$ cat src/rtl/assert_macros.svh
// Assertion helpers shared by the RTL; empty when SYNTHESIS is defined.
`ifndef ASSERT_MACROS_SVH
`define ASSERT_MACROS_SVH

`ifndef SYNTHESIS

// Same-cycle implication: pre holds, so post holds in this cycle.
`define ASSERT_IMPLIES(label, clk, rst, pre, post, msg) \
  label: assert property (@(posedge clk) disable iff (rst) (pre) |-> (post)) else $error(msg);

// Next-cycle implication: pre holds, so post holds in the next cycle.
`define ASSERT_NEXT(label, clk, rst, pre, post, msg) \
  label: assert property (@(posedge clk) disable iff (rst) (pre) |=> (post)) else $error(msg);

`else

`define ASSERT_IMPLIES(label, clk, rst, pre, post, msg)
`define ASSERT_NEXT(label, clk, rst, pre, post, msg)

`endif

`endif

$ cat src/rtl/prma_pkg.sv
package prma_pkg;

  // Field widths
  localparam int PIXEL_W     = 24;
  localparam int INDEX_W     = 22;
  localparam int CFG_DIM_W   = 12;
  localparam int CFG_DATA_W  = 12;
  localparam int CFG_INDEX_W = 3;
  localparam int OUT_TDATA_W = 48;
  localparam int OUT_PAD_W   = OUT_TDATA_W - PIXEL_W - INDEX_W;

  typedef logic [PIXEL_W-1:0]     pixel_t;
  typedef logic [INDEX_W-1:0]     index_t;
  typedef logic [CFG_DIM_W-1:0]   dim_cfg_t;
  typedef logic [CFG_INDEX_W-1:0] reg_index_t;
  typedef logic [1:0]             turn_t;

  // Register indexes
  localparam reg_index_t REG_SOURCE_WIDTH      = 3'd0;
  localparam reg_index_t REG_SOURCE_HEIGHT     = 3'd1;
  localparam reg_index_t REG_QUARTER_TURNS     = 3'd2;
  localparam reg_index_t REG_MIRROR_HORIZONTAL = 3'd3;
  localparam reg_index_t REG_MIRROR_VERTICAL   = 3'd4;

  // Clockwise rotation codes
  localparam turn_t TURN_NONE = 2'd0;
  localparam turn_t TURN_90   = 2'd1;
  localparam turn_t TURN_180  = 2'd2;
  localparam turn_t TURN_270  = 2'd3;

  // Register reset values
  localparam dim_cfg_t WIDTH_RESET  = 12'd1280;
  localparam dim_cfg_t HEIGHT_RESET = 12'd720;

endpackage

$ cat src/rtl/pixel_rotate_mirror_addresser_core.sv
// An input transfer passes through the first-stage register and then the output register.
// Throughput: one pixel per clock unless m_tready stalls the output; the address path is a rotate/mirror stage
// followed by one row-times-width multiply-add stage.
// Reset (rst, synchronous): clears both pipeline stages and the column/row
// counters, and loads the registers with 1280 x 720, no rotation, no mirror.
`include "assert_macros.svh"

module pixel_rotate_mirror_addresser_core #(
  parameter int MAX_DIM = 2048
) (
  input  logic                             clk,
  input  logic                             rst,
  input  logic                             cfg_wen,
  input  logic [prma_pkg::CFG_INDEX_W-1:0] cfg_index,
  input  logic [prma_pkg::CFG_DATA_W-1:0]  cfg_data,
  input  logic                             s_tvalid,
  output logic                             s_tready,
  input  logic [prma_pkg::PIXEL_W-1:0]     s_tdata,   // [23:0] pixel_value
  input  logic                             s_tuser,   // [0] frame_start
  output logic                             m_tvalid,
  input  logic                             m_tready,
  output logic [prma_pkg::OUT_TDATA_W-1:0] m_tdata,   // [23:0] pixel_out, [45:24] dest_index
  output logic                             m_tlast    // frame_last
);

  localparam int CW   = $clog2(MAX_DIM);
  localparam int DW   = CW + 1;
  localparam int CMPW = (DW > prma_pkg::CFG_DIM_W) ? DW : prma_pkg::CFG_DIM_W;
  localparam int PW   = (CW + DW + 1 > prma_pkg::INDEX_W) ? CW + DW + 1 : prma_pkg::INDEX_W;

  // Configuration registers
  prma_pkg::dim_cfg_t source_width;
  prma_pkg::dim_cfg_t source_height;
  prma_pkg::turn_t    quarter_turns;
  logic               mirror_horizontal;
  logic               mirror_vertical;

  // Source position counters
  logic [CW-1:0] column_count;
  logic [CW-1:0] row_count;
  logic [CW-1:0] column_count_next;
  logic [CW-1:0] row_count_next;

  // Combinational address logic
  logic [DW-1:0] w_eff, h_eff, w_m1, h_m1;
  logic [CW-1:0] col_cur, row_cur, x, y;
  logic          col_end, row_end, last_c;
  logic [DW-1:0] rot_ow, rot_oh, oh_m1, ow_m1;
  logic [CW-1:0] rot_ox, rot_oy, mir_ox, mir_oy;

  // First stage
  logic              s1_valid;
  prma_pkg::pixel_t  s1_pixel;
  logic [CW-1:0]     s1_ox;
  logic [CW-1:0]     s1_oy;
  logic [DW-1:0]     s1_ow;
  logic              s1_last;

  // Output stage
  prma_pkg::pixel_t  m_pixel;
  prma_pkg::index_t  m_index;
  logic [PW-1:0]     index_full;

  logic accept, out_free, s1_move;

  assign out_free = !m_tvalid || m_tready;
  assign s1_move  = s1_valid && out_free;
  assign s_tready = !s1_valid || out_free;
  assign accept   = s_tvalid && s_tready;

  // Write configuration registers; unknown indexes are dropped
  always_ff @(posedge clk) begin
    if (rst) begin
      source_width      <= prma_pkg::WIDTH_RESET;
      source_height     <= prma_pkg::HEIGHT_RESET;
      quarter_turns     <= prma_pkg::TURN_NONE;
      mirror_horizontal <= 1'b0;
      mirror_vertical   <= 1'b0;
    end else if (cfg_wen) begin
      case (cfg_index)
        prma_pkg::REG_SOURCE_WIDTH:      source_width      <= cfg_data;
        prma_pkg::REG_SOURCE_HEIGHT:     source_height     <= cfg_data;
        prma_pkg::REG_QUARTER_TURNS:     quarter_turns     <= cfg_data[1:0];
        prma_pkg::REG_MIRROR_HORIZONTAL: mirror_horizontal <= cfg_data[0];
        prma_pkg::REG_MIRROR_VERTICAL:   mirror_vertical   <= cfg_data[0];
        default: ;
      endcase
    end
  end

  // Clamp dimensions: zero reads as one, oversize as the maximum
  always_comb begin
    if (source_width == '0) begin
      w_eff = DW'(1);
    end else if (CMPW'(source_width) > CMPW'(MAX_DIM)) begin
      w_eff = DW'(MAX_DIM);
    end else begin
      w_eff = DW'(source_width);
    end
    if (source_height == '0) begin
      h_eff = DW'(1);
    end else if (CMPW'(source_height) > CMPW'(MAX_DIM)) begin
      h_eff = DW'(MAX_DIM);
    end else begin
      h_eff = DW'(source_height);
    end
    w_m1 = w_eff - DW'(1);
    h_m1 = h_eff - DW'(1);
  end

  // Current source position; frame start and stale counters fall back to origin
  always_comb begin
    col_cur = s_tuser ? '0 : column_count;
    row_cur = s_tuser ? '0 : row_count;
    x       = (DW'(col_cur) < w_eff) ? col_cur : '0;
    y       = (DW'(row_cur) < h_eff) ? row_cur : '0;
    col_end = (DW'(x) == w_m1);
    row_end = (DW'(y) == h_m1);
    last_c  = col_end && row_end;
  end

  // Advance the raster counters
  always_comb begin
    if (last_c) begin
      column_count_next = '0;
      row_count_next    = '0;
    end else if (col_end) begin
      column_count_next = '0;
      row_count_next    = y + CW'(1);
    end else begin
      column_count_next = x + CW'(1);
      row_count_next    = y;
    end
  end

  // Rotate clockwise, then mirror in output coordinates
  always_comb begin
    case (quarter_turns)
      prma_pkg::TURN_90: begin
        rot_ow = h_eff;
        rot_oh = w_eff;
        rot_ox = CW'(h_m1 - DW'(y));
        rot_oy = x;
      end
      prma_pkg::TURN_180: begin
        rot_ow = w_eff;
        rot_oh = h_eff;
        rot_ox = CW'(w_m1 - DW'(x));
        rot_oy = CW'(h_m1 - DW'(y));
      end
      prma_pkg::TURN_270: begin
        rot_ow = h_eff;
        rot_oh = w_eff;
        rot_ox = y;
        rot_oy = CW'(w_m1 - DW'(x));
      end
      default: begin
        rot_ow = w_eff;
        rot_oh = h_eff;
        rot_ox = x;
        rot_oy = y;
      end
    endcase
    ow_m1  = rot_ow - DW'(1);
    oh_m1  = rot_oh - DW'(1);
    mir_ox = mirror_horizontal ? CW'(ow_m1 - DW'(rot_ox)) : rot_ox;
    mir_oy = mirror_vertical ? CW'(oh_m1 - DW'(rot_oy)) : rot_oy;
  end

  // Hold the counters between transfers
  always_ff @(posedge clk) begin
    if (rst) begin
      column_count <= '0;
      row_count    <= '0;
    end else if (accept) begin
      column_count <= column_count_next;
      row_count    <= row_count_next;
    end
  end

  // First stage: output coordinates and width
  always_ff @(posedge clk) begin
    if (rst) begin
      s1_valid <= 1'b0;
    end else if (s_tready) begin
      s1_valid <= s_tvalid;
    end
  end

  always_ff @(posedge clk) begin
    if (accept) begin
      s1_pixel <= s_tdata;
      s1_ox    <= mir_ox;
      s1_oy    <= mir_oy;
      s1_ow    <= rot_ow;
      s1_last  <= last_c;
    end
  end

  // Linear index: row times output width plus column, kept to the index width
  assign index_full = PW'(s1_oy) * PW'(s1_ow) + PW'(s1_ox);

  // Output register
  always_ff @(posedge clk) begin
    if (rst) begin
      m_tvalid <= 1'b0;
    end else if (out_free) begin
      m_tvalid <= s1_valid;
    end
  end

  always_ff @(posedge clk) begin
    if (s1_move) begin
      m_pixel <= s1_pixel;
      m_index <= index_full[prma_pkg::INDEX_W-1:0];
      m_tlast <= s1_last;
    end
  end

  assign m_tdata = {{prma_pkg::OUT_PAD_W{1'b0}}, m_index, m_pixel};

  // Checks
  `ASSERT_IMPLIES(a_col_in_range, clk, rst, s1_valid, DW'(s1_ox) < s1_ow, "output column beyond output width")
  `ASSERT_NEXT(a_wrap_on_last, clk, rst, accept && last_c, (column_count == '0) && (row_count == '0), "counters did not wrap after last pixel")
  `ASSERT_IMPLIES(a_stall_blocks_input, clk, rst, m_tvalid && !m_tready && s1_valid, !s_tready, "input taken while both stages are full")
  `ASSERT_NEXT(a_stage_drains, clk, rst, s1_valid && !m_tvalid, m_tvalid, "first stage did not move into empty output register")

endmodule

$ cat config.mk
export PLATFORM = sky130hd
export DESIGN_NAME = pixel_rotate_mirror_addresser_core
export DESIGN_NICKNAME = d
export VERILOG_FILES = /design/src/rtl/prma_pkg.sv /design/src/rtl/pixel_rotate_mirror_addresser_core.sv
export VERILOG_INCLUDE_DIRS = /design/src /design/src/rtl
export SDC_FILE = /design/constraint.sdc
export NUM_CORES = 1
export LEC_CHECK = 0
export BUFFER_PORTS_ARGS = -buffer_cell sky130_fd_sc_hd__buf_2
export CORE_UTILIZATION = 30
export CTS_CLUSTER_SIZE = 40
export DETAILED_ROUTE_END_ITERATION = 10
export GPL_ROUTABILITY_DRIVEN = 0
export PLACE_DENSITY = 0.56
export SYNTH_ARGS = -nofsm -noshare
export SYNTH_HDL_FRONTEND = slang
export SYNTH_SLANG_ARGS = --single-unit
$ cat constraint.sdc
create_clock -name clk -period 15.3 [get_ports clk]
set_clock_uncertainty 0.2 [all_clocks]
set_input_delay 0 -clock clk [delete_from_list [all_inputs] [get_ports clk]]
set_output_delay 0 -clock clk [all_outputs]
set_load 0.01 [all_outputs]
Word level (Yosys, flattened, before mapping)
Index checks and enable logic that the tools add are counted.
W data, S select, Z words.

word-level totals
  RAM bits = 0
  ROM bits = 0
  memories = 0
  latch bits = 0
  input bits = 45
  register bits = 158
  output and inout port bits = 51
  logic and storage cells = 76

cells by class
  reductions and logical operators = 16
  $mul = 1
  shift-type cells = 0
  magnitude comparators = 4
  $add $sub $neg = 11
  eq/ne operators = 9
  div/mod/pow operators = 0
  bitwise gates (word level) = 0
  mux-type cells = 18

operators by type and width
  operator                 count
  $mux W11                 11
  $pmux W11 S3             2
  $mux W12                 5
  $sub A11 B11 Y11         4
  $eq A11 B12 Y1           2
  $gt A12 B12 Y1 const B   2
  $logic_not A12 Y1        2
  $lt A11 B12 Y1           2
  $sub A12 B1 Y12 const B  2
  $add A11 B1 Y11 const B  2
  $add A22 B11 Y22         1
  $mul A11 B12 Y22         1
  $sub A11 B1 Y11 const B  2
  $reduce_and A2 Y1        5
  $eq A3 B2 Y1 const B     2
  $eq A2 B2 Y1 const B     2
  $eq A3 B1 Y1 const B     1
  $eq A3 B3 Y1 const B     1
  $logic_and A1 B1 Y1      3
  $logic_not A3 Y1         1
  $eq A2 B1 Y1 const B     1
  $logic_not A1 Y1         2
  $logic_or A1 B1 Y1       2
  $reduce_or A2 Y1         1

Longest topological paths before layout
Gate-level depths: netlist (run 1).

  depth in word-level cells = 9
  mapped depth = 29
  gate-level depth less buffers = 27

Worst setup path before layout (run 1)
Ideal clock, no wire load.

  kind = register -> register
  from = register source_width[11]
  to = register s1_ox[10], data pin
  required time = 14842 ps
  arrival time = 5328 ps
  setup time = 258 ps
  path slack = 9514 ps
  path buffers = 3
  period minus slack after synthesis = 5786 ps
  stages on the path, launching flop included = 29
  cell sequence = dfxtp_1 > clkbuf_1 > clkbuf_1 > nand2b_1 > ha_1 > maj3_1 > a211oi_1 > o211a_1 > buf_2 > nand2_1 > inv_1 > ha_1 > fa_1 > nand2b_1 > a21oi_1 > o21ai_0 > nand2b_1 > xnor2_1 > mux2_2 > mux2_2 > ha_1 > nor3_1 > o2111a_1 > nor3_1 > a21o_1 > a21oi_1 > xor2_1 > nand2_1 > xnor2_1

on the way
  word-level cells in the longest chain between the ends = 9
  elaborated cells between the ends (all ways) = 13
  those cells by class = 4 x add/sub; 2 x order compare; 6 x mux; 1 x reduce/logical

RTL lines
  element                 RTL line                                   source
  start, declared         pixel_rotate_mirror_addresser_core.sv:32   prma_pkg::dim_cfg_t source_width;
  start signal, assigned  pixel_rotate_mirror_addresser_core.sv:74   source_width <= prma_pkg::WIDTH_RESET;
  start signal, assigned  pixel_rotate_mirror_addresser_core.sv:81   prma_pkg::REG_SOURCE_WIDTH: source_width <= cfg_data;
  $gt A12 B12 Y1          pixel_rotate_mirror_addresser_core.sv:95   end else if (CMPW'(source_width) > CMPW'(MAX_DIM)) begin
  $mux W12                pixel_rotate_mirror_addresser_core.sv:95
  $mux W12 *              pixel_rotate_mirror_addresser_core.sv:93   if (source_width == '0) begin
  $lt A11 B12 Y1          pixel_rotate_mirror_addresser_core.sv:115  x = (DW'(col_cur) < w_eff) ? col_cur : '0;
  $mux W11                pixel_rotate_mirror_addresser_core.sv:115
  $sub A11 B11 Y11        pixel_rotate_mirror_addresser_core.sv:148  rot_ox = CW'(w_m1 - DW'(x));
  $pmux W11 S3            pixel_rotate_mirror_addresser_core.sv:138  case (quarter_turns)
  $sub A11 B11 Y11        pixel_rotate_mirror_addresser_core.sv:166  mir_ox = mirror_horizontal ? CW'(ow_m1 - DW'(rot_ox)) : rot_ox;
  $mux W11 *              pixel_rotate_mirror_addresser_core.sv:166
  named net mir_ox[10]    pixel_rotate_mirror_addresser_core.sv:49   logic [CW-1:0] rot_ox, rot_oy, mir_ox, mir_oy;
  end signal, assigned    pixel_rotate_mirror_addresser_core.sv:193  s1_ox <= mir_ox;
  end, declared           pixel_rotate_mirror_addresser_core.sv:54   logic [CW-1:0] s1_ox;

The timed path passes the listed nets; every way through them passes the cells marked *.
A chain may end at the register's enable or synchronous reset.

Worst setup path after layout (run 1)
Ends and elaborated chain as after synthesis.

==> impl_metrics.env, run 1 <==
export IMPL_outcome="completed"
export IMPL_yosys_warnings=0
export IMPL_grt_pass1_vias=11523
export IMPL_finalSetupViolCount=0
export IMPL_clock_sinks=158
export IMPL_final_cell_mix="nand2_1, inv_1, ha_1, edfxtp_1, fa_1"
export IMPL_grtUsageTotal_pct=16.05
export IMPL_drtIter0Drc=789
export IMPL_cp_arrival_ns=6.88
export IMPL_fin_crit_ns=6.855
export IMPL_required_ns=15.32
export IMPL_final_common_cell="nand2_1"
export IMPL_crit_path_end_kind="flop"
export IMPL_synth_largest_area_cell="edfxtp_1"
export IMPL_io_buffers=93
export IMPL_num_antenna_cells=0
export IMPL_fin_ws_ns=8.445
export IMPL_area_growth_pct=17.27
export IMPL_post_cts_buffers=0
export IMPL_p_sw_mw=0.5411
export IMPL_wire_per_inst_um=15.96
export IMPL_grt_max_degree=58
export IMPL_insertion_delay_ns=0.48
export IMPL_pre_cts_slack_ns=8.560
export IMPL_layout_drive_gt1_share_pct=9.910
export IMPL_ant_nets=0
export IMPL_synth_area_um2=14090
export IMPL_internal_power_mw=1.011
export IMPL_cts_tree="built"
export IMPL_tns_ns=0
export IMPL_seqPwrFrac_pct=34.6
export IMPL_fin_crit_sh_pct=44.81
export IMPL_grt_ovfl_total=0
export IMPL_die_area_um2=47850
export IMPL_drc=0
export IMPL_start_util_pct=30.34
export IMPL_finalHoldViolCount=0
export IMPL_worstMarginPinSlew_ns=1.156
export IMPL_rsz0062_at_grt="false"
export IMPL_die_h_um=218.8
export IMPL_synth_yosys_seq_area_share_pct=29.97
export IMPL_vias=11232
export IMPL_cts_buffers=17
export IMPL_synth_edf_count=106
export IMPL_rows=79
export IMPL_power_density_nw_per_um2=93.87
export IMPL_synth_seq_cells=158
export IMPL_synth_area_leaders="edfxtp_1, fa_1, ha_1"
export IMPL_antenna_found_initial=1
export IMPL_stdcell_area_um2=16530
export IMPL_worst_ir_drop_vdd_mv=0.07141
export IMPL_ys_types=74
export IMPL_slew_viol_final=0
export IMPL_fmax_mhz=145.9
export IMPL_wl_um=36420
export IMPL_firstDrtPassIters=5
export IMPL_crit_fanout=23
export IMPL_dp_hpwl_um=28390
export IMPL_dpl_instance_area_um2=15110
export IMPL_syn_avg_cell_area_um2=9.242
export IMPL_cp_start_kind="flop"
export IMPL_hp_class="input pin to flop"
export IMPL_clockBufferDepth=2
export IMPL_p_sw_share_pct=34.87
export IMPL_viasPerCell=4.922
export IMPL_grt_first_pass_wirelength_um=59710
export IMPL_syn_inst=1525
export IMPL_critPathKind="flop to flop"
export IMPL_coreArea_um2=46460
export IMPL_holdWs_ns=0.1471
export IMPL_max_slew_margin_pct=21.99
export IMPL_drv_cap=0
export IMPL_ys_flop_type="edfxtp_1"
export IMPL_combPwrFrac_pct=38.1
export IMPL_cts_htree_levels=4
export IMPL_yosys_area_top_type_share_pct=22.58
export IMPL_power_total_mw=1.552
export IMPL_die_w_um=218.8
export IMPL_clock_root_buffer="clkbuf_16"
export IMPL_synth_async_sr_flop_share_pct=0
export IMPL_p_leak_nw=6.905
export IMPL_nets=1931
export IMPL_clkPwrFrac_pct=27.2
export IMPL_path_clk_slew_ns=0.06
export IMPL_io_pin_count=96
-- final timing paths --
path	startpoint	to	slack [ns]	cells past startpoint
hold reg to reg	s1_pixel[14]	m_pixel[14]	0.22	0
setup / recovery	source_width[11]	s1_ox[10]	8.44	24
hold / removal	cfg_data[6]	source_height[6]	0.15	4
setup reg to reg	source_width[11]	s1_ox[10]	8.44	24
-- routing by layer --
| metal | track usage (%) | vias up | share of wire [%] |
|---|---|---|---|
| met3 | 3.410 | 65 | 5.4 |
| li1 | - | 5479 | - |
| met4 | 6.505 | 0 | 3.0 |
| met5 | 0 | - | 0 |
| met2 | 25.96 | 272 | 47 |
| met1 | 20.72 | 5416 | 45 |
-- flip-flops by register name, indices dropped and copies added (netlist names), 12 cells and up --
register and count:
m_pixel 24, s1_pixel 24, m_index 22, s1_ow 12, source_height 12, source_width 12
-- cell type report --
type / count / area [um2]
clock buffer: 17 / 425.4
multi-input combinational: 1148 / 9041
fill: 4750 / 29930
sequential: 158 / 4224
clock inverter: 15 / 147.6
tap: 607 / 759.5
timing repair buffer: 183 / 1354
inverter: 154 / 578.1
-- kinds of logic after synthesis --
| logic type | after synthesis | synth area share [%] |
|---|---|---|
| mux | 45 | 3.782 |
| buf+inv | 220 | 5.965 |
| fa+ha+maj | 225 | 25.44 |
| simple gates | 559 | 19.20 |
| flops | 158 | 29.97 |
| xor+xnor | 70 | 4.350 |
| other cells | 1 | 0.02661 |
| compound gates | 247 | 11.27 |
-- worst max-delay path: stages (launching register included) --
cell and delay [ns]:
dfxtp_1 0.72, nand2b_1 0.41, ha_1 0.29, o21a_1 0.18, o21a_1 0.20, o2111ai_1 0.51, o211a_1 0.54, nand2_1 0.19
ha_1 0.37, nor2b_1 0.14, o21ai_0 0.21, a21oi_1 0.16, o21a_1 0.20, o21ai_0 0.21, a211oi_1 0.13, o41ai_1 0.52
ha_1 0.30, nor3_1 0.07, o2111a_1 0.13, nor3_1 0.30, a21o_1 0.17, a21oi_1 0.07, xor2_1 0.14, nand2_1 0.08
xnor2_1 0.16
-- stage by stage --
stage,util (%),cells
4_1_cts,35.58,2282
2_1_floorplan,-,1526
6_report,35.58,2282
3_5_place_dp,32.52,2165
5_1_grt,35.58,2282
3_3_place_gp,32.52,2165
-- power by group through the flow --
stage,Sequential (mW),Combinational (mW),Clock (mW)
global route,0.541,0.686,0.458
global placement,0.546,0.574,0
finish,0.537,0.592,0.423
detailed placement,0.547,0.583,0
floorplan,0.547,0.445,0
CTS,0.538,0.603,0.444
-- cells in the mapped netlist, drive strengths merged (7+ instances only) --
cell    instances
nand2         251
nand3          32
or3            13
nand3b         11
nor2b          31
xor2           24
mux2i          33
dfxtp          52
a21o           12
o211ai         12
nor2           58
clkbuf         55
fa            103
nand4          17
ha            121
nor3           35
inv           153
a21oi          79
xnor2          46
a31oi          10
buf            11
o31ai           8
or2            12
o21ai          61
nand2b         26
o21a            9
o41ai           7
a211oi          9
and2           46
edfxtp        106
-- what timing repair did --
item | in CTS | in global routing
hold endpoints to repair | 73 | 0
hold buffers | 85 | 0
gates resized for setup | 0 | 0
(Power assumes the default switching activity.)
==> inputs of run 2 (changes only) <==
ABC_AREA = 1   (was not set)
PLACE_DENSITY = 0.58   (was 0.56)
clock period = 5.55 ns   (was 15.3 ns; I/O delays follow)
==> run 2 against run 1 <==
Global-route usage rose by 0.88 points. Synthesized area rose by 0.23%. Utilization rose by 4.0 points. Worst hold slack got worse by 0.099 ns. Register-to-register slack got worse by 8.4 ns. Maximum frequency rose by 24%. Worst setup slack got worse by 8.4 ns. Non-clock buffer count rose by 160. Sequential share of layout area fell by 2.6 points. Clock power rose to 3.0 times the previous value. Final cell count rose by 17%. Clock-buffer cell count did not move. Critical path type unchanged. Highest routed layer unchanged.
==> impl_metrics.env, run 2 <==
export IMPL_p_leak_nw=8.514
export IMPL_power_total_mw=5.313
export IMPL_required_ns=5.55
export IMPL_syn_inst=1749
export IMPL_final_util_pct=39.59
export IMPL_clock_sinks=158
export IMPL_insertion_delay_ns=0.46
export IMPL_hold_depth=2
export IMPL_final_cell_mix="nand2_1, inv_1, buf_4, nor2_1, edfxtp_1"
export IMPL_critPathKind="flop to flop"
export IMPL_max_stage_delay_ns=0.33
export IMPL_path_clk_slew_ns=0.06
export IMPL_holdWs_ns=0.04845
export IMPL_critPathTopFamily="simple AND/OR/NAND/NOR gates"
export IMPL_cp_start_kind="flop"
export IMPL_antenna_found_initial=0
export IMPL_start_util_pct=30.41
export IMPL_rows=79
export IMPL_dp_cells=2560
export IMPL_clock_root_buffer="clkbuf_16"
export IMPL_wl_um=40050
export IMPL_n_fill_cell=4618
export IMPL_crit_path_end_kind="flop"
export IMPL_synth_edf_count=106
export IMPL_die_area_um2=47960
export IMPL_max_slew_margin_pct=19.73
export IMPL_synth_area_leaders="edfxtp_1, fa_1, ha_1"
export IMPL_synth_async_sr_flop_share_pct=0
export IMPL_critPathBufInv=4
export IMPL_clkPwrFrac_pct=24.0
export IMPL_coreArea_um2=46460
export IMPL_die_w_um=219.0
export IMPL_drc=0
export IMPL_stdcell_area_um2=18390
export IMPL_worstMarginPinSlew_ns=1.195
export IMPL_rsz0062_at_grt="true"
export IMPL_final_common_cell="nand2_1"
export IMPL_area_growth_pct=30.18
export IMPL_hp_class="input pin to flop"
export IMPL_yosysMostFrequentCell="nand2_1"
export IMPL_grt_first_pass_wirelength_um=63110
export IMPL_synth_area_um2=14130
export IMPL_cts_tree="built"
export IMPL_dp_hpwl_um=32030
export IMPL_ys_types=54
export IMPL_firstDrtPassIters=5
export IMPL_layout_cells_non_filler=2680
export IMPL_min_from="s_tdata[6]"
export IMPL_nets=2329
export IMPL_r2r_start="source_height[0]"
export IMPL_seqPwrFrac_pct=28.3
export IMPL_worst_ir_drop_vdd_mv=0.2982
export IMPL_drtIter0Drc=840
export IMPL_cp_arrival_ns=5.52
export IMPL_yosys_warnings=0
export IMPL_crit_fanout=5
export IMPL_synth_yosys_seq_area_share_pct=29.90
export IMPL_combPwrFrac_pct=47.7
export IMPL_synth_largest_area_cell="edfxtp_1"
export IMPL_io_buffers=93
export IMPL_grt_ovfl_total=0
export IMPL_finalHoldViolCount=0
export IMPL_clockBufferDepth=2
export IMPL_io_pin_count=96
export IMPL_viasPerCell=4.731
export IMPL_cpMostUsedCell="nand2_1"
export IMPL_finalSetupViolCount=0
export IMPL_synth_common_cells="nand2_1, inv_1, nor2_1"
export IMPL_grt_pass1_vias=12586
export IMPL_dpl_instance_area_um2=16380
export IMPL_r2r_end="s1_ox[10]"
export IMPL_crit_slowest_cell="ha_1"
export IMPL_cts_buffers=17
export IMPL_fmax_mhz=181.4
export IMPL_rrSetupSlack_ns=0.04
export IMPL_layout_drive_gt1_share_pct=22.72
export IMPL_fin_crit_ns=5.512
export IMPL_syn_avg_cell_area_um2=8.077
export IMPL_yosys_area_top_type_share_pct=22.53
export IMPL_tns_ns=0
export IMPL_synth_seq_cells=158
export IMPL_ant_nets=0
export IMPL_num_antenna_cells=0
export IMPL_cts_htree_levels=4
export IMPL_wire_per_inst_um=14.94
export IMPL_die_h_um=219.0
export IMPL_power_density_nw_per_um2=288.9
export IMPL_p_sw_mw=1.966
export IMPL_fin_crit_sh_pct=99.31
export IMPL_p_sw_share_pct=36.99
export IMPL_slew_viol_final=0
export IMPL_reg2regPathDepth=38
export IMPL_fin_ws_ns=0.03832
export IMPL_outcome="completed"
export IMPL_grt_max_degree=60
export IMPL_drv_cap=0
export IMPL_grtUsageTotal_pct=16.93
export IMPL_internal_power_mw=3.348
export IMPL_pre_cts_slack_ns=-0.3481
export IMPL_reg_top3="m_pixel (24), s1_pixel (24), m_index (22)"
export IMPL_holdPathEnd="s1_pixel[6]"
export IMPL_vias=12678
export IMPL_ys_flop_type="edfxtp_1"
[run 2: area by class of cell]
cell class,count,area [um2],area share (%)
clock buffers,17,425.4,2.313
clock inverters,15,207.7,1.129
inverters,323,1212,6.592
multi-input cells,1217,9065,49.29
flip-flops and latches,158,4225,22.97
well taps,607,759.5,4.130
repair buffers,343,2496,13.57
[run 2: what timing repair did]
action / 4_1_cts / 5_1_grt
setup endpoints to repair: 5 / 14
pin swaps: 10 / 54
hold buffers: 56 / 0
gates resized for setup: 27 / 111
buffers inserted: 5 / 28
hold endpoints to repair: 76 / 0
[run 2: kinds of logic (layout without fill, tap and decap cells)]
family          count (synthesis)  count (layout)  synth area share (%)
buf+inv                       375             698                 10.07
simple gates                  640             640                 19.13
compound gates                279             279                 11.10
fa+ha+maj                     224             224                 25.31
flops                         158             158                 29.90
xor+xnor                       72              72                 4.464
other cells                     1               2               0.02654
[run 2: worst max path at each step]
| stage | startpoint | end | slack [ns] | depth (start not counted) |
|---|---|---|---|---|
| global route | source_height[7] | s1_ox[10] | -0.35 | 38 |
| floorplan | source_width[8] | s1_ox[10] | 0.03 | 37 |
| CTS | source_height[0] | s1_ox[10] | 0.005 | 37 |
| detailed placement | source_width[8] | s1_ox[10] | -0.35 | 37 |
| global placement | source_width[8] | s1_ox[10] | -0.11 | 37 |
| finish | source_height[0] | s1_ox[10] | 0.04 | 38 |
[run 2: metal layers]
metal | wire length, um | vias up | global-route usage, % | share of wire, %
met1 | 17550 | 6038 | 21.07 | 44
li1 | - | 6225 | - | -
met2 | 19310 | 338 | 28.79 | 48
met5 | 0 | - | 0 | 0
met4 | 1159 | 0 | 6.412 | 2.9
met3 | 2033 | 77 | 3.313 | 5.1
[run 2: power by group through the flow]
stage	Combinational [mW]	Clock [mW]	Sequential (mW)
after global routing	2.87	1.36	1.52
after global placement	2.15	0	1.54
final	2.53	1.27	1.51
after floorplan	1.55	0	1.55
after CTS	2.25	1.32	1.51
after detailed placement	2.20	0	1.54
[run 2: worst register-to-register path, delay by kind of cell, from the launching register on]
| family | cells | cell delay [ns] |
|---|---|---|
| flip-flops | 1 | 0.32 |
| AO/OA/AOI/OAI | 8 | 1.31 |
| buffers and inverters | 4 | 0.28 |
| AND/OR/NAND/NOR | 22 | 1.99 |
| adder cells (fa/ha/maj) | 3 | 0.95 |
| XOR/XNOR | 1 | 0.23 |
